===== src/hdl/multi_pattern_first_match_core_defines.svh =====
// Assertion macros shared by the pattern search RTL.
// Needs clk and arst_n in the scope of each use.
`ifndef MULTI_PATTERN_FIRST_MATCH_CORE_DEFINES_SVH
`define MULTI_PATTERN_FIRST_MATCH_CORE_DEFINES_SVH

// antecedent implies consequent in the same cycle
`define MPFM_ASSERT_NOW(label, ante, cons, msg) \
	label: assert property (@(posedge clk) disable iff (!arst_n) (ante) |-> (cons)) \
		else $error(msg);

// antecedent implies consequent in the next cycle
`define MPFM_ASSERT_NEXT(label, ante, cons, msg) \
	label: assert property (@(posedge clk) disable iff (!arst_n) (ante) |=> (cons)) \
		else $error(msg);

`endif


===== src/hdl/mpfm_pkg.sv =====
// Types, constants and helpers of the multi-pattern first-match search.
// Used by the top level, mpfm_cell and mpfm_out_buf; depends on nothing.
package mpfm_pkg;

	localparam int REG_PATTERNS        = 4;
	localparam int REG_BYTES           = 8;
	localparam int LEN_BITS            = 4;
	localparam int START_W             = 16;
	localparam int END_W               = 17;
	localparam int DATA_W              = 64;
	localparam int MAX_PATTERNS_DEF    = 4;
	localparam int MAX_PATTERN_LEN_DEF = 8;
	localparam int OFFSET_BITS_DEF     = 16;

	localparam logic [15:0] LENGTHS_RST = 16'h1111;
	localparam logic [2:0]  COUNT_RST   = 3'd1;

	typedef enum logic [2:0] {
		REG_PAT_ZERO  = 3'd0,
		REG_PAT_ONE   = 3'd1,
		REG_PAT_TWO   = 3'd2,
		REG_PAT_THREE = 3'd3,
		REG_LENGTHS   = 3'd4,
		REG_COUNT     = 3'd5
	} cfg_reg_t;

	typedef logic [REG_BYTES-1:0][7:0] pat_word_t;

	typedef struct packed {
		pat_word_t [REG_PATTERNS-1:0]               words;
		logic [REG_PATTERNS-1:0][LEN_BITS-1:0]      lens;
	} pat_cfg_t;

	typedef struct packed {
		logic [7:0] text_byte;
		logic       last_byte;
	} in_beat_t;

	typedef struct packed {
		logic               found;
		logic [1:0]         pattern_index;
		logic [START_W-1:0] start_offset;
		logic [END_W-1:0]   end_offset;
	} out_beat_t;

	typedef struct packed {
		cfg_reg_t          index;
		logic [DATA_W-1:0] write_data;
	} cfg_beat_t;

	function automatic logic [LEN_BITS-1:0] clamp_len(
		input logic [LEN_BITS-1:0] raw,
		input logic [LEN_BITS-1:0] cap
	);
		logic [LEN_BITS-1:0] n;
		n = raw;
		if (n == '0) begin
			n = LEN_BITS'(1);
		end
		if (n > cap) begin
			n = cap;
		end
		return n;
	endfunction

endpackage


===== src/hdl/mpfm_cell.sv =====
// One window cell: holds one text byte and compares its incoming byte
// against the matching byte of every pattern. Uses mpfm_pkg.
module mpfm_cell #(
	parameter int CELL_IDX = 0
) (
	input  logic                                   clk,
	input  logic                                   arst_n,
	input  logic                                   advance,
	input  logic                                   clear,
	input  logic [7:0]                             byte_in,
	input  mpfm_pkg::pat_cfg_t                     cfg,
	output logic [7:0]                             byte_q,
	output logic [mpfm_pkg::REG_PATTERNS-1:0]      hit
);

	localparam logic [mpfm_pkg::LEN_BITS-1:0] Idx = mpfm_pkg::LEN_BITS'(CELL_IDX);

	always_ff @(posedge clk or negedge arst_n) begin
		if (!arst_n) begin
			byte_q <= '0;
		end else if (advance) begin
			if (clear) begin
				byte_q <= '0;
			end else begin
				byte_q <= byte_in;
			end
		end
	end

	always_comb begin
		logic [mpfm_pkg::LEN_BITS-1:0] pos;
		for (int k = 0; k < mpfm_pkg::REG_PATTERNS; k++) begin
			pos = cfg.lens[k] - Idx - mpfm_pkg::LEN_BITS'(1);
			hit[k] = (Idx >= cfg.lens[k]) ||
				(byte_in == cfg.words[k][pos[$clog2(mpfm_pkg::REG_BYTES)-1:0]]);
		end
	end

endmodule


===== config.mk =====
export PLATFORM = sky130hd
export DESIGN_NAME = mpfm_cell
export DESIGN_NICKNAME = d
export VERILOG_FILES = /design/src/hdl/multi_pattern_first_match_core_defines.svh /design/src/hdl/mpfm_pkg.sv /design/src/hdl/mpfm_cell.sv
export SDC_FILE = /design/constraint.sdc
export NUM_CORES = 1
export LEC_CHECK = 0
export BUFFER_PORTS_ARGS = -buffer_cell sky130_fd_sc_hd__buf_2
export CAP_MARGIN = 10
export CORE_AREA = 2 2 114 116
export CTS_CLUSTER_SIZE = 30
export DETAILED_ROUTE_END_ITERATION = 12
export DIE_AREA = 0 0 116 118
export PLACE_DENSITY_LB_ADDON = 0.12
export REMOVE_ABC_BUFFERS = 1
export SLEW_MARGIN = 20
export SYNTH_ARGS = -nofsm -noshare
export SYNTH_HDL_FRONTEND = slang
export SYNTH_SLANG_ARGS = --single-unit

===== constraint.sdc =====
create_clock -name clk -period 5.2 [get_ports clk]
set_input_delay 0.26 -clock clk [delete_from_list [all_inputs] [get_ports clk]]
set_output_delay 0.26 -clock clk [all_outputs]
set_load 0.01 [all_outputs]

* Word level (Yosys, flattened, before mapping) *
Cells that the tools add are included.
W data, S select, Z words.

operators by class
  multiplexer cells = 9
  reduce and logical (&&, ||, !) cells = 4
  magnitude comparators = 8
  add/sub/neg operators = 4
  equal/unequal tests = 4

operators by type and width
  operator               count
  $bmux W8 S3            4
  $mux W8                5
  $eq A8 B8 Y1           4
  $ge A1 B4 Y1 const A   4
  $lt A3 B4 Y1 const B   4
  $sub A3 B1 Y3 const B  4
  $logic_or A1 B1 Y1     4

word-level totals
  logic and storage cells = 30
  bits in registers = 8

* Longest topological paths before layout *
  word-level depth = 5
  mapped depth = 11

* Least setup slack after synthesis *
OpenSTA, ideal clock, no wires.

  kind = input-to-output
  start point = input cfg[0] (netlist name)
  end point = output hit[0] (netlist name)
  setup slack = 2843 ps
  data required time = 4940 ps
  arrival = 2097 ps
  stages = 11
  cell sequence = buf_6 -> buf_12 -> inv_1 -> ha_1 -> buf_4 -> clkbuf_8 -> mux4_2 -> xor2_1 -> nor4_2 -> a22oi_1 -> nor2_1

between the ends
  longest elaborated chain between the ends = 5
  elaborated cells on any way between the ends = 6

RTL lines
  what                           RTL line         text
  from (decl)                    mpfm_cell.sv:11  input mpfm_pkg::pat_cfg_t cfg,
  $sub A3 B1 Y3                  mpfm_cell.sv:33  pos = cfg.lens[k] - Idx - mpfm_pkg::LEN_BITS'(1);
  $bmux W8 S3                    mpfm_cell.sv:35  (byte_in == cfg.words[k][pos[$clog2(mpfm_pkg::REG_BYTES)-1:0]]);
  $mux W8 (not written as such)  mpfm_cell.sv:35
  $eq A8 B8 Y1                   mpfm_cell.sv:35
  $logic_or A1 B1 Y1 (*)         mpfm_cell.sv:34  hit[k] = (Idx >= cfg.lens[k]) ||
  to (decl)                      mpfm_cell.sv:13  output logic [mpfm_pkg::REG_PATTERNS-1:0] hit

Mark *: on every way between the ends. The rest lies on a longest branch, timed or not. The select of a mux whose other input is x is not followed.

* Final worst setup path *
  start point = input cfg[12] (netlist name)
  end point = output hit[3] (netlist name)

The elaborated chain is that of the path after synthesis.

==> run metrics <==
multi-input logic area=2570 um2; fmax=317 MHz; Leakage=0.00234 uW; Avg Cell Area, Syn=13.0 um2; worst-path maximum fanout=17; clock latency at the later pin of the worst-skew pair=0.24 ns; initial antenna violation count=4; Die W=116 um; drt pass-1 iters=4; combinational share of power=65.4%; Worst setup SP type=input port; Top Registers=byte_q: 8 flops; Seq/Total Area, Yosys=6.41%; Largest register FFs=8; Synth Cell Area=3120 um2; via count=3184; Final Hold Fails=0; most flop-heavy register=byte_q; Die ar.=13700 um2; final clock skew=0 ns; Root Buffer=clkbuf_16; Primary FF master, synth=dfrtp_1; Crit. End Element=output port; PwrDens=126 nW/um2; Cells after Synth=241; Synth Warn #=0; Max rail drop VDD=0.0000785 V; first-pass GRT wire length=18.2 mm; largest net degree at the start of global routing=18; Std-Cell Rows=41; Area Growth Syn to Fin=47.6%; routability congestion estimate=0.815; Worst EP arrival=2.90 ns; status=finished, final reports clean; worst min path class=in -> async; met2 Use GR=31.7%; final setup fails=0; H-tree levels=1; EDFF count, synth=0; grt met1 use=20.7%; Final Critical Period=3.16 ns; final net count=805; Clock power frac=22.6%; I/O Buffers=295; M3 GR Usage=4.02%; routed wire length=12.3 mm; FF+latch count, synth=8; Post-DP HPWL=10.3 mm; total core area=12400 um2; Synth cell types=20; net load switching power=196 uW; switching fraction of total power=33.7%; largest family of logic cells by synthesized area=multiplexers; setup TNS=0 ns; antenna-violating nets left=0; XOR/XNOR Fraction of Synth Area=17.9%; GRT Overall Usage=17.2%; max_cap viols=0; fin crit share=60.8%; CTS tree=built; placed cell area=4520 um2; routed vias/inst=4.61; share of cells above drive strength 1=65.6%; final core occ=37.1%; final slew viol count=0; CTS Sinks=8; Synth Area in Simple Gates=9.45%; largest cells by area after synthesis=mux4_1 (27%), mux4_2 (23%), xor2_1 (18%); share of power burned in registers=12.0%; Least-Margin Pin Slew=0.679 ns; slew margin rel.=54.7%; Int Pwr=386 uW; fill count=1287; clk buf depth=2; Ports=296; GRT busiest layer=met2; final instance area=4610 um2; Sequential Area=200 um2; number of remaining DRC errors=0; Post-Synth Adder-Cell Area=1.60%; critical path type=in -> out; top cells by count, synth=xor2_1 (64), mux4_1 (32), mux4_2 (32); Critical Path RT=4.94 ns; vias in the first global route=3413; grt total ovfl=0; starting density of the core=25.2%; CTS Buf Count=3; drt initial violations=108; hold_ws=0.402 ns; CTS resizes=0; mux contribution to synthesized area=50.0%; die height=118 um; top cell type's share of synthesized area=26.9%; area leader, netlist=mux4_1; routed len/inst=17.8 um; RSZ-0062 raised after global routing=false; most common cell in the netlist=xor2_1; Worst-path clk slew=0.04 ns; Post-synth ARST share=100%; Compound-Gate Fraction of Synth Area=3.20%
==> path summary, 6_finish.rpt <==
check / start / cells after the start / end / slack (ns)
min in group clk: advance / 2 / byte_q[1]$_DFFE_PN0P_ / 0.41
hold reg to reg: byte_q[5]$_DFFE_PN0P_ / 2 / byte_q[5]$_DFFE_PN0P_ / 0.52
setup reg to reg: byte_q[2]$_DFFE_PN0P_ / 2 / byte_q[2]$_DFFE_PN0P_ / 4.58
max in group asynchronous: arst_n / 2 / byte_q[7]$_DFFE_PN0P_ / 4.62
hold / removal: arst_n / 2 / byte_q[2]$_DFFE_PN0P_ / 0.40
setup / recovery: cfg[12] / 9 / hit[3] / 2.04
==> cells in the final DEF (no fill, tap or decap) <==
cell	Yosys	layout
a22oi_1	8	8
buf_2	0	295
clkbuf_16	0	3
dfrtp_1	8	8
diode_2	0	3
dlygate4sd3_1	0	1
ha_1	4	4
inv_1	16	16
mux4_1	32	32
mux4_2	32	32
nand2_1	4	4
nand2b_1	4	4
nand3b_1	12	12
nor2_1	4	4
nor4_1	12	12
nor4_2	4	4
o21ai_0	8	8
or2_2	4	4
xor2_1	64	64
==> power groups by stage <==
stage / Clock [uW] / Combinational, uW / Sequential [uW]
final: 132 / 381 / 70.0
after global routing: 137 / 419 / 70.8
after CTS: 135 / 387 / 70.0
after detailed placement: 0 / 385 / 70.8
after global placement: 0 / 380 / 70.7
after floorplan: 0 / 208 / 73.2
==> routing by layer <==
layer | wire length [um] | up-vias
met5 | 27 | -
met4 | 85 | 4
met3 | 1030 | 9
met2 | 6340 | 155
met1 | 4770 | 1480
li1 | - | 1536
==> metrics by stage <==
stage               total power (uW)  std cells  setup WS [ns]
global placement                 451        683           2.10
CTS                              592        687           2.02
detailed placement               456        683           2.04
global route                     627        688           1.83
finish                           583        690           2.04
floorplan                        281        216           3.05
==> final cells by class <==
| class | count | area share (%) |
|---|---|---|
| antenna | 3 | 0.163 |
| clock buffer | 3 | 1.63 |
| inverter | 16 | 1.30 |
| multi-input combinational | 192 | 55.7 |
| sequential | 8 | 4.34 |
| tap | 172 | 4.67 |
| timing repair buffer | 296 | 32.2 |
==> repair_timing <==
item / in CTS / in global routing
setup buffers: 0 / 0
hold buffers: 1 / 0
hold endpoints to repair: 8 / 0
==> cell families (layout without fill, tap and decap cells) <==
| family | after synthesis | in the layout |
|---|---|---|
| xor gates and xnor gates | 64 | 64 |
| DFF | 8 | 8 |
| other | 0 | 3 |
| adders and majority gates | 4 | 4 |
| and+or+nand+nor | 44 | 44 |
| buffers and inverters | 41 | 315 |
| muxes | 64 | 64 |
| AOI/OAI and AO/OA | 16 | 16 |
==> worst max-delay path, cell delays in order <==
cell     delay (ns)
buf_2          0.42
inv_1          0.10
ha_1           0.75
mux4_1         0.41
xor2_1         0.17
nor4_1         0.35
a22oi_1        0.15
nor2_1         0.14
buf_2          0.14
Note: power is estimated with default switching activity, not from simulation.
