**config.mk**
```make
export PLATFORM = sky130hd
export DESIGN_NAME = mpfm_out_buf_flat
export DESIGN_NICKNAME = d
export VERILOG_FILES = /design/src/hdl/mpfm_pkg.sv /design/src/hdl/mpfm_stream_if.sv /design/src/hdl/mpfm_out_buf.sv /design/src/flat_wrapper.sv
export VERILOG_INCLUDE_DIRS = /design/src /design/src/hdl
export SDC_FILE = /design/constraint.sdc
export NUM_CORES = 1
export LEC_CHECK = 0
export BUFFER_PORTS_ARGS = -buffer_cell sky130_fd_sc_hd__clkbuf_2
export CAP_MARGIN = 20
export CELL_PAD_IN_SITES_DETAIL_PLACEMENT = 1
export CELL_PAD_IN_SITES_GLOBAL_PLACEMENT = 1
export CORE_AREA = 2 2 45 47
export DETAILED_ROUTE_END_ITERATION = 10
export DIE_AREA = 0 0 47 49
export GPL_TIMING_DRIVEN = 0
export PLACE_DENSITY_LB_ADDON = 0.1
export SLEW_MARGIN = 20
export SYNTH_ARGS = -nofsm -noshare
export SYNTH_HDL_FRONTEND = slang
export SYNTH_SLANG_ARGS = --single-unit
```
**constraint.sdc**
```tcl
create_clock -name clk -period 1.2 [get_ports clk]
set_input_delay 0.24 -clock clk [delete_from_list [all_inputs] [get_ports clk]]
set_output_delay 0.24 -clock clk [all_outputs]
set_load 0.03 [all_outputs]
```
**src/hdl/multi_pattern_first_match_core_defines.svh**
```systemverilog
// Assertion macros shared by the pattern search RTL.
// Needs clk and arst_n in the scope of each use.
`ifndef MULTI_PATTERN_FIRST_MATCH_CORE_DEFINES_SVH
`define MULTI_PATTERN_FIRST_MATCH_CORE_DEFINES_SVH

// antecedent implies consequent in the same cycle
`define MPFM_ASSERT_NOW(label, ante, cons, msg) \
	label: assert property (@(posedge clk) disable iff (!arst_n) (ante) |-> (cons)) \
		else $error(msg);

// antecedent implies consequent in the next cycle
`define MPFM_ASSERT_NEXT(label, ante, cons, msg) \
	label: assert property (@(posedge clk) disable iff (!arst_n) (ante) |=> (cons)) \
		else $error(msg);

`endif

```
**src/hdl/mpfm_pkg.sv**
```systemverilog
// Types, constants and helpers of the multi-pattern first-match search.
// Used by the top level, mpfm_cell and mpfm_out_buf; depends on nothing.
package mpfm_pkg;

	localparam int REG_PATTERNS        = 4;
	localparam int REG_BYTES           = 8;
	localparam int LEN_BITS            = 4;
	localparam int START_W             = 16;
	localparam int END_W               = 17;
	localparam int DATA_W              = 64;
	localparam int MAX_PATTERNS_DEF    = 4;
	localparam int MAX_PATTERN_LEN_DEF = 8;
	localparam int OFFSET_BITS_DEF     = 16;

	localparam logic [15:0] LENGTHS_RST = 16'h1111;
	localparam logic [2:0]  COUNT_RST   = 3'd1;

	typedef enum logic [2:0] {
		REG_PAT_ZERO  = 3'd0,
		REG_PAT_ONE   = 3'd1,
		REG_PAT_TWO   = 3'd2,
		REG_PAT_THREE = 3'd3,
		REG_LENGTHS   = 3'd4,
		REG_COUNT     = 3'd5
	} cfg_reg_t;

	typedef logic [REG_BYTES-1:0][7:0] pat_word_t;

	typedef struct packed {
		pat_word_t [REG_PATTERNS-1:0]               words;
		logic [REG_PATTERNS-1:0][LEN_BITS-1:0]      lens;
	} pat_cfg_t;

	typedef struct packed {
		logic [7:0] text_byte;
		logic       last_byte;
	} in_beat_t;

	typedef struct packed {
		logic               found;
		logic [1:0]         pattern_index;
		logic [START_W-1:0] start_offset;
		logic [END_W-1:0]   end_offset;
	} out_beat_t;

	typedef struct packed {
		cfg_reg_t          index;
		logic [DATA_W-1:0] write_data;
	} cfg_beat_t;

	function automatic logic [LEN_BITS-1:0] clamp_len(
		input logic [LEN_BITS-1:0] raw,
		input logic [LEN_BITS-1:0] cap
	);
		logic [LEN_BITS-1:0] n;
		n = raw;
		if (n == '0) begin
			n = LEN_BITS'(1);
		end
		if (n > cap) begin
			n = cap;
		end
		return n;
	endfunction

endpackage

```
**src/hdl/mpfm_stream_if.sv**
```systemverilog
// Valid/ready channel carrying one payload beat.
// Payload types come from mpfm_pkg.
interface mpfm_stream_if #(
	parameter type payload_t = logic
) ();
	logic     valid;
	logic     ready;
	payload_t payload;

	modport source (output valid, output payload, input ready);
	modport sink (input valid, input payload, output ready);
endinterface

```
**src/hdl/mpfm_out_buf.sv**
```systemverilog
// Two-entry result buffer (output register plus skid) on the result channel.
// Uses mpfm_pkg, mpfm_stream_if and the assertion macros.
`include "multi_pattern_first_match_core_defines.svh"

module mpfm_out_buf (
	input  logic                clk,
	input  logic                arst_n,
	input  logic                push,
	input  mpfm_pkg::out_beat_t beat,
	output logic                can_push,
	mpfm_stream_if.source       dst
);

	logic                out_valid_q;
	mpfm_pkg::out_beat_t out_data_q;
	logic                skid_valid_q;
	mpfm_pkg::out_beat_t skid_data_q;
	logic                take;

	assign take        = out_valid_q && dst.ready;
	assign can_push    = !skid_valid_q;
	assign dst.valid   = out_valid_q;
	assign dst.payload = out_data_q;

	always_ff @(posedge clk or negedge arst_n) begin
		if (!arst_n) begin
			out_valid_q  <= 1'b0;
			skid_valid_q <= 1'b0;
		end else if (skid_valid_q) begin
			if (take) begin
				skid_valid_q <= 1'b0;
			end
		end else if (push) begin
			if (!out_valid_q || take) begin
				out_valid_q <= 1'b1;
			end else begin
				skid_valid_q <= 1'b1;
			end
		end else if (take) begin
			out_valid_q <= 1'b0;
		end
	end

	always_ff @(posedge clk) begin
		if (skid_valid_q) begin
			if (take) begin
				out_data_q <= skid_data_q;
			end
		end else if (push) begin
			if (!out_valid_q || take) begin
				out_data_q <= beat;
			end else begin
				skid_data_q <= beat;
			end
		end
	end

	`MPFM_ASSERT_NOW(a_skid_behind_out, skid_valid_q, out_valid_q, "skid full with empty output")
	`MPFM_ASSERT_NOW(a_no_push_when_full, push, !skid_valid_q, "beat pushed into full buffer")
	`MPFM_ASSERT_NEXT(a_skid_drains, skid_valid_q && take, out_valid_q && !skid_valid_q,
		"skid beat lost on drain")

endmodule
```
**src/flat_wrapper.sv**
```systemverilog
// flat-port wrapper written by rule: the top's interface ports become plain ports
module mpfm_out_buf_flat 
  (clk, arst_n, push, beat, can_push, dst_valid, dst_payload, dst_ready);
  mpfm_stream_if dst_i ();
  input  logic clk;
  input  logic arst_n;
  input  logic push;
  input  mpfm_pkg::out_beat_t beat;
  output logic can_push;
  output wire logic [$bits(dst_i.valid)-1:0] dst_valid;
  output wire logic [$bits(dst_i.payload)-1:0] dst_payload;
  input wire logic [$bits(dst_i.ready)-1:0] dst_ready;
  assign dst_valid = dst_i.valid;
  assign dst_payload = dst_i.payload;
  assign dst_i.ready = dst_ready;
  mpfm_out_buf u_core (.clk(clk), .arst_n(arst_n), .push(push), .beat(beat), .can_push(can_push), .dst(dst_i));
endmodule
```
# After elaboration in Yosys (flattened, before gate mapping)

Index checks and enable logic that the tools add are counted.

Output and inout port bits: 3
Input bits: 40
Word-level logic and storage cells: 29
Register bits: 4

Eq/ne operators: 2
Reductions and logical operators: 10
Muxes and demuxes: 11
Bitwise logic cells: 2

Operator list:

| cell                                                             | count |
|---|---|
| 1-bit two-way mux                                                | 11 |
| 3-bit AND reduction                                              | 3 |
| 2-bit nonzero test                                               | 3 |
| 1-bit zero test                                                  | 2 |
| 2-bit by 1-bit != test with 1-bit output (second input constant) | 1 |
| 2-bit != test (second input constant)                            | 1 |
| 1-bit inverter                                                   | 2 |
| 1-bit logical AND                                                | 1 |
| 1-bit logical OR                                                 | 1 |

# Depth between registers and ports, before layout

Gate-level depths: netlist of run 1.

Depth after elaboration: 5
Mapped depth: 2
Gate-level depth less buffers: 2

# Least setup slack after synthesis of run 1

OpenSTA, ideal clock, no wires.

Path type: flip-flop to flip-flop
From: register u_core.out_valid_q, in the netlist u_core.dst.valid
To: register u_core.skid_data_q[0] (netlist name) (enable)
Arrival: 0.826 ns
Slack: 0.062 ns
Period minus slack after synthesis: 1.138 ns
Data required time: 0.888 ns
Stages on the path, launching flop included: 3
Library setup time: 0.312 ns
Path buffers: 0
Cells stage by stage: dfrtp_1 > inv_1 > nor3_1

Longest elaborated chain between the ends: 4
Elaborated cells between the ends (all ways): 5
Those cells by class: 1 x bitwise; 4 x reduce/logical

Ends and longest elaborated chain:

| what                                                 | line                                   | source |
|---|---|---|
| start, declared                                      | mpfm_out_buf.sv:14                     | `logic out_valid_q;` |
| start signal, assigned                               | mpfm_out_buf.sv:27                     | `out_valid_q <= 1'b0;` |
| start signal, assigned                               | mpfm_out_buf.sv:35                     | `out_valid_q <= 1'b1;` |
| start signal, assigned                               | mpfm_out_buf.sv:40                     | `out_valid_q <= 1'b0;` |
| 1-bit zero test or 1-bit logical AND (tied branches) | mpfm_out_buf.sv:50, mpfm_out_buf.sv:20 |  |
| 1-bit logical OR *                                   | mpfm_out_buf.sv:50                     | `if (!out_valid_q \|\| take) begin` |
| 1-bit inverter (no source line) *                    | -                                      |  |
| 3-bit AND reduction (no source line) *               | -                                      |  |
| end signal, assigned                                 | mpfm_out_buf.sv:53                     | `skid_data_q <= beat;` |
| end, declared                                        | mpfm_out_buf.sv:17                     | `mpfm_pkg::out_beat_t skid_data_q;` |

Mark *: on every way between the ends. The rest lies on a longest branch, timed or not.
A chain may end at the register's enable or synchronous reset.

# Worst setup path in the final report of run 1

From: register u_core.skid_valid_q
To: register u_core.out_data_q, in the netlist u_core.dst.payload (enable)

Longest elaborated chain between the ends: 2
Elaborated cells between the ends (all ways): 4
Those cells by class: 1 x eq/ne; 3 x reduce/logical

Ends and longest elaborated chain:

| what                                                                 | line               | source |
|---|---|---|
| start, declared                                                      | mpfm_out_buf.sv:16 | `logic skid_valid_q;` |
| start signal, assigned                                               | mpfm_out_buf.sv:28 | `skid_valid_q <= 1'b0;` |
| start signal, assigned                                               | mpfm_out_buf.sv:31 | `skid_valid_q <= 1'b0;` |
| start signal, assigned                                               | mpfm_out_buf.sv:37 | `skid_valid_q <= 1'b1;` |
| 2-bit != test (no source line) or 2-bit nonzero test (tied branches) | -                  |  |
| 3-bit AND reduction (no source line) *                               | -                  |  |
| end signal, assigned                                                 | mpfm_out_buf.sv:47 | `out_data_q <= skid_data_q;` |
| end signal, assigned                                                 | mpfm_out_buf.sv:51 | `out_data_q <= beat;` |
| end, declared                                                        | mpfm_out_buf.sv:15 | `mpfm_pkg::out_beat_t out_data_q;` |

Marks and branches as above.

==> results of run 1 <==
-- Yosys cell counts --
cell type | count | area (um2)
nand2b_4 | 1 | 13.8
inv_1 | 2 | 7.51
a2bb2oi_1 | 1 | 8.76
nand2_1 | 1 | 3.75
nor2b_1 | 1 | 6.26
mux2_4 | 1 | 15.0
edfxtp_1 | 2 | 60.1
dfrtp_1 | 2 | 50.1
o21ai_1 | 1 | 5.00
nor3_1 | 1 | 5.00
a21oi_1 | 2 | 10.0
-- final timing paths --
kind / startpoint / end / slack, ns
worst min register to register: u_core.dst.valid$_DFFE_PN0P_ / u_core.skid_valid_q$_DFF_PN0_ / 0.55
worst max register to register: u_core.skid_valid_q$_DFF_PN0_ / u_core.dst.payload$_DFFE_PP_ / 0.06
worst max-delay path: u_core.skid_valid_q$_DFF_PN0_ / u_core.dst.payload$_DFFE_PP_ / 0.06
min in group asynchronous: arst_n / u_core.dst.valid$_DFFE_PN0P_ / 0.33
worst min-delay path: beat[0] / u_core.skid_data_q[0]$_DFFE_PP_ / 0.20
max in group asynchronous: arst_n / u_core.skid_valid_q$_DFF_PN0_ / 0.76
-- metal layers --
metal	wire [um]	global-route usage (%)	up-vias	share of wire [%]
li1	-	-	75	-
met5	0	0	-	0
met1	228	6.36	76	47
met2	209	5.48	9	43
met4	27	9.72	0	5.6
met3	19	3.33	2	3.9
-- cell type report --
| type | instances | share of cell area, % |
|---|---|---|
| multi-input cells | 9 | 23.0 |
| inverters | 2 | 2.55 |
| flip-flops and latches | 4 | 37.9 |
| well taps | 27 | 11.5 |
| clock buffers | 4 | 8.94 |
| repair buffers | 8 | 16.2 |
-- cell families (layout without fill, tap and decap cells) --
group / after synthesis / count (layout) / synth area share [%]
AOI/OAI and AO/OA: 4 / 4 / 12.8
and+or+nand+nor: 4 / 4 / 15.5
buffers and inverters: 2 / 14 / 4.06
DFF: 4 / 4 / 59.5
muxes: 1 / 1 / 8.11
-- critical path, delay by kind of cell, from the launching register on --
kind	cells	cell delay, ns
flip-flops	1	0.45
AO/OA/AOI/OAI	1	0.22
AND/OR/NAND/NOR	1	0.16
-- per-stage QoR --
step                util [%]  power, mW  area [um2]
finish                  16.0      0.760         294
detailed placement      13.8      0.566         254
global route            16.0      0.821         294
floorplan                  -      0.466         185
global placement        13.8      0.559         254
CTS                     15.9      0.769         293
-- report_power, final --
part,switching (mW),leakage (nW),internal (mW)
logic,0.179,0.0727,0.125
registers,0.0652,0.0408,0.207
clock network,0.0582,0.0150,0.125
-- what timing repair did --
item	in CTS	in global routing
hold buffers	1	0
pin swaps	0	0
gates cloned	0	0
endpoints found under the setup margin	1	2
endpoints found under the hold margin	2	0
resized for setup	1	3
-- flip-flops by register name (all words and copies together), names as in the netlist --
name                 flops
u_core.dst.payload       1
u_core.dst.valid         1
u_core.skid_data_q       1
u_core.skid_valid_q      1
==> flow_metrics.env, run 1 <==
export IMPL_routed_via_count=162
export IMPL_hold_path_depth=1
export IMPL_num_nets_final=68
export IMPL_cts_max_level=1
export IMPL_synth_avg_cell_area_um2=12.3
export IMPL_synthCells=15
export IMPL_max_stage_delay_ns=0.45
export IMPL_timing_final_hold_violations=0
export IMPL_layout_common_cells="clkbuf_2, clkbuf_4, inv_1, a21oi_1, edfxtp_1"
export IMPL_worst_skew_pair_late_latency_ns=0.24
export IMPL_ys_seq_elements=4
export IMPL_vias_per_cell=3.00
export IMPL_clk_pin_slew_worst_paths_ns=0.04
export IMPL_tritoncts="done"
export IMPL_crit_required_ns=1.13
export IMPL_worst_slack_ns=0.0631
export IMPL_maxCapViolCount=0
export IMPL_irDropWorstVdd_mv=0.583
export IMPL_fmax_mhz=880
export IMPL_criticalPathCategory="flop to flop"
export IMPL_die_h_um=49
export IMPL_final_common_cell="clkbuf_2"
export IMPL_fin_crit_sh_pct=94.7
export IMPL_clock_sinks=4
export IMPL_diodes=0
export IMPL_power_density_nw_per_um2=2580
export IMPL_io_pins=43
export IMPL_drive_gt1_share_pct=48.1
export IMPL_setup_viol=0
export IMPL_track_usage_pct=5.86
export IMPL_dr_pass1_iters=4
export IMPL_syn_num_nets=55
export IMPL_place_inst=49
export IMPL_rsz0062_at_grt="false"
export IMPL_cp_arrival_ns=1.06
export IMPL_pre_cts_slack_ns=0.0356
export IMPL_relSlewSlack_pct=85.3
export IMPL_core_um2=1840
export IMPL_ys_seq_area_share_pct=59.5
export IMPL_die_x_um=47
export IMPL_min_path_type="input port to flop"
export IMPL_routed_wl_um=483
export IMPL_status="finished clean"
export IMPL_drc=0
export IMPL_clockBufferDepth=2
export IMPL_tightest_slew_ns=0.220
export IMPL_synth_cell_type_count=11
export IMPL_wire_per_inst_um=8.94
export IMPL_drv_slew=0
export IMPL_design_die_area_um2=2300
export IMPL_hold_slack_ns=0.197
export IMPL_reg2reg_depth=2
export IMPL_grt_pass1_vias=171
export IMPL_tns_ns=0
export IMPL_synth_warnings=0
export IMPL_grt_antenna_before_repair=0
export IMPL_port_buffer_count=7
export IMPL_grt_pass1_wl_um=772
export IMPL_grt_start_max_net_pins=7
export IMPL_period_minus_slack_ns=1.14
export IMPL_worstSetupStartpointType="flop"
export IMPL_critical_path_slowest_cell="dfrtp_2"
export IMPL_seq_area_um2=111
export IMPL_crit_chain="nand2b_4, a2bb2oi_1"
export IMPL_antenna_left=0
export IMPL_initial_core_util_pct=10.1
export IMPL_syn_area_um2=185
export IMPL_crit_fanout=6
export IMPL_fillers=238
export IMPL_crit_path_end_kind="flop"
export IMPL_multiInputGateArea_um2=67.6
export IMPL_area_growth_syn_to_layout_pct=58.8
export IMPL_drt_iter0_markers=3
export IMPL_cts_made_buffers=3
export IMPL_fin_skew_ns=0.00806
export IMPL_final_cell_count_no_fill=54
export IMPL_place_congestion=0.662
export IMPL_rows=16
export IMPL_cts_root_buf="clkbuf_4"
export IMPL_grt_overflow_total=0
export IMPL_post_cts_buffers=0
export IMPL_p_leak_nw=0.129
(Power assumes the default switching activity.)
==> run 2: changes to the inputs <==
Settings changed: BUFFER_PORTS_ARGS -buffer_cell sky130_fd_sc_hd__clkbuf_2 to unset, CORE_AREA 2 2 45 47 to 2 2 39 41, DIE_AREA 0 0 47 49 to 0 0 41 43, DONT_BUFFER_PORTS set to 1.
==> flow_metrics.env, run 2 (synthesized netlist as in run 1, its figures left out) <==
export IMPL_status="finished clean"
export IMPL_fin_skew_ns=0.0116
export IMPL_power_density_nw_per_um2=2850
export IMPL_tightest_slew_ns=0.280
export IMPL_maxCapViolCount=0
export IMPL_cts_root_buf="clkbuf_4"
export IMPL_wire_per_inst_um=10.9
export IMPL_hold_path_startpoint="beat[0]"
export IMPL_worst_skew_pair_late_latency_ns=0.24
export IMPL_grt_pass1_wl_um=607
export IMPL_grt_pass1_vias=137
export IMPL_routed_wl_um=392
export IMPL_p_leak_nw=0.0996
export IMPL_drv_slew=0
export IMPL_r2r_slack_ns=0.09
export IMPL_worstSetupStartpointType="flop"
export IMPL_setup_viol=0
export IMPL_path_buf_inv=1
export IMPL_cts_max_level=1
export IMPL_fin_crit_sh_pct=97.2
export IMPL_vias_per_cell=3.47
export IMPL_p_total_mw=0.692
export IMPL_design_die_area_um2=1760
export IMPL_die_h_um=43
export IMPL_critical_path_slowest_cell="dfrtp_1"
export IMPL_initial_core_util_pct=13.4
export IMPL_final_cell_count_no_fill=36
export IMPL_num_nets_final=61
export IMPL_fmax_mhz=857
export IMPL_relSlewSlack_pct=81.3
export IMPL_crit_required_ns=0.96
export IMPL_tritoncts="done"
export IMPL_diodes=0
export IMPL_drive_gt1_share_pct=30.0
export IMPL_drc=0
export IMPL_post_cts_buffers=0
export IMPL_io_pins=43
export IMPL_clock_sinks=4
export IMPL_crit_fanout=6
export IMPL_rows=14
export IMPL_cts_made_buffers=3
export IMPL_drt_iter0_markers=0
export IMPL_timing_final_hold_violations=0
export IMPL_antenna_left=0
export IMPL_area_growth_syn_to_layout_pct=31.1
export IMPL_place_congestion=0.625
export IMPL_grt_start_max_net_pins=7
export IMPL_cp_top_family="flip-flops"
export IMPL_grt_antenna_before_repair=0
export IMPL_port_buffer_count=0
export IMPL_grt_overflow_total=0
export IMPL_cp_arrival_ns=0.93
export IMPL_rsz0062_at_grt="false"
export IMPL_crit_chain="inv_1"
export IMPL_clockBufferDepth=2
export IMPL_core_um2=1380
export IMPL_routed_via_count=125
export IMPL_max_stage_delay_ns=0.45
export IMPL_final_common_cell="clkbuf_4"
export IMPL_holdPathEnd="u_core.skid_data_q[0]$_DFFE_PP_"
export IMPL_hpwl_um=292
export IMPL_period_minus_slack_ns=1.17
export IMPL_hold_path_depth=0
export IMPL_dr_pass1_iters=1
export IMPL_irDropWorstVdd_mv=0.644
export IMPL_place_inst=31
export IMPL_track_usage_pct=6.34
export IMPL_reg2reg_depth=2
export IMPL_worstReg2RegEnd="u_core.dst.payload$_DFFE_PP_"
export IMPL_crit_path_end_kind="primary output"
export IMPL_criticalPathCategory="flop to primary output"
export IMPL_min_path_type="input port to flop"
export IMPL_clk_pin_slew_worst_paths_ns=0.05
export IMPL_layout_common_cells="clkbuf_4, inv_1, a21oi_1, edfxtp_1"
export IMPL_die_x_um=41
export IMPL_rr_startpoint="u_core.skid_valid_q$_DFF_PN0_"
[run 2: cell types whose count changed in the layout (fill, tap and decap cells not counted)]
cell / change
buf_2: -1
clkbuf_2: -5
buf_4: -1
[run 2: layer usage]
| layer | part of all wire (%) | track usage (%) | vias up |
|---|---|---|---|
| met4 | 0 | 12.0 | 0 |
| met2 | 49 | 6.25 | 5 |
| met1 | 43 | 6.15 | 58 |
| li1 | - | - | 62 |
| met3 | 7.7 | 3.14 | 0 |
| met5 | 0 | 0 | - |
[run 2: worst max-delay path by stage]
stage	to	slack, ns	from	cells after the start
after CTS	can_push	0.006	u_core.skid_valid_q$_DFF_PN0_	1
final	can_push	0.03	u_core.skid_valid_q$_DFF_PN0_	1
after detailed placement	u_core.skid_data_q[0]$_DFFE_PP_	-0.05	u_core.dst.valid$_DFFE_PN0P_	2
after global placement	u_core.skid_data_q[0]$_DFFE_PP_	-0.05	u_core.dst.valid$_DFFE_PN0P_	2
after floorplan	u_core.skid_data_q[0]$_DFFE_PP_	0.06	u_core.dst.valid$_DFFE_PN0P_	2
after global routing	can_push	0.001	u_core.skid_valid_q$_DFF_PN0_	1
[run 2: report_power, final]
| group | total [mW] | switching [mW] | internal [mW] |
|---|---|---|---|
| sequential | 0.332 | 0.124 | 0.208 |
| combinational | 0.172 | 0.0914 | 0.0811 |
| clock | 0.188 | 0.0630 | 0.125 |
| total | 0.692 | 0.278 | 0.414 |
[run 2: timing repair]
action | 4_1_cts | 5_1_grt
hold buffers | 1 | 0
gates resized for setup | 1 | 0
endpoints found under the hold margin | 2 | 0
setup endpoints to repair | 1 | 0
[run 2: through the flow]
stage / util, % / setup TNS [ns] / setup slack [ns] / area, um2 / hold slack, ns
3_3_place_gp: 14.8 / -0.0511 / -0.0511 / 205 / -0.0555
4_1_cts: 17.5 / 0 / 0.00593 / 243 / 0.0774
5_1_grt: 17.5 / 0 / 0.00145 / 243 / 0.0772
2_1_floorplan: - / 0 / 0.0616 / 185 / -0.0556
6_report: 17.5 / 0 / 0.0338 / 243 / 0.0900
3_5_place_dp: 14.8 / -0.0504 / -0.0504 / 205 / -0.0555
[run 2: layout make-up]
class | instances | area (um2)
fillers | 160 | 1140
flip-flops and latches | 4 | 111
multi-input cells | 9 | 67.6
clock buffers | 4 | 26.3
well taps | 16 | 20.0
repair buffers | 1 | 10.0
inverters | 2 | 7.51
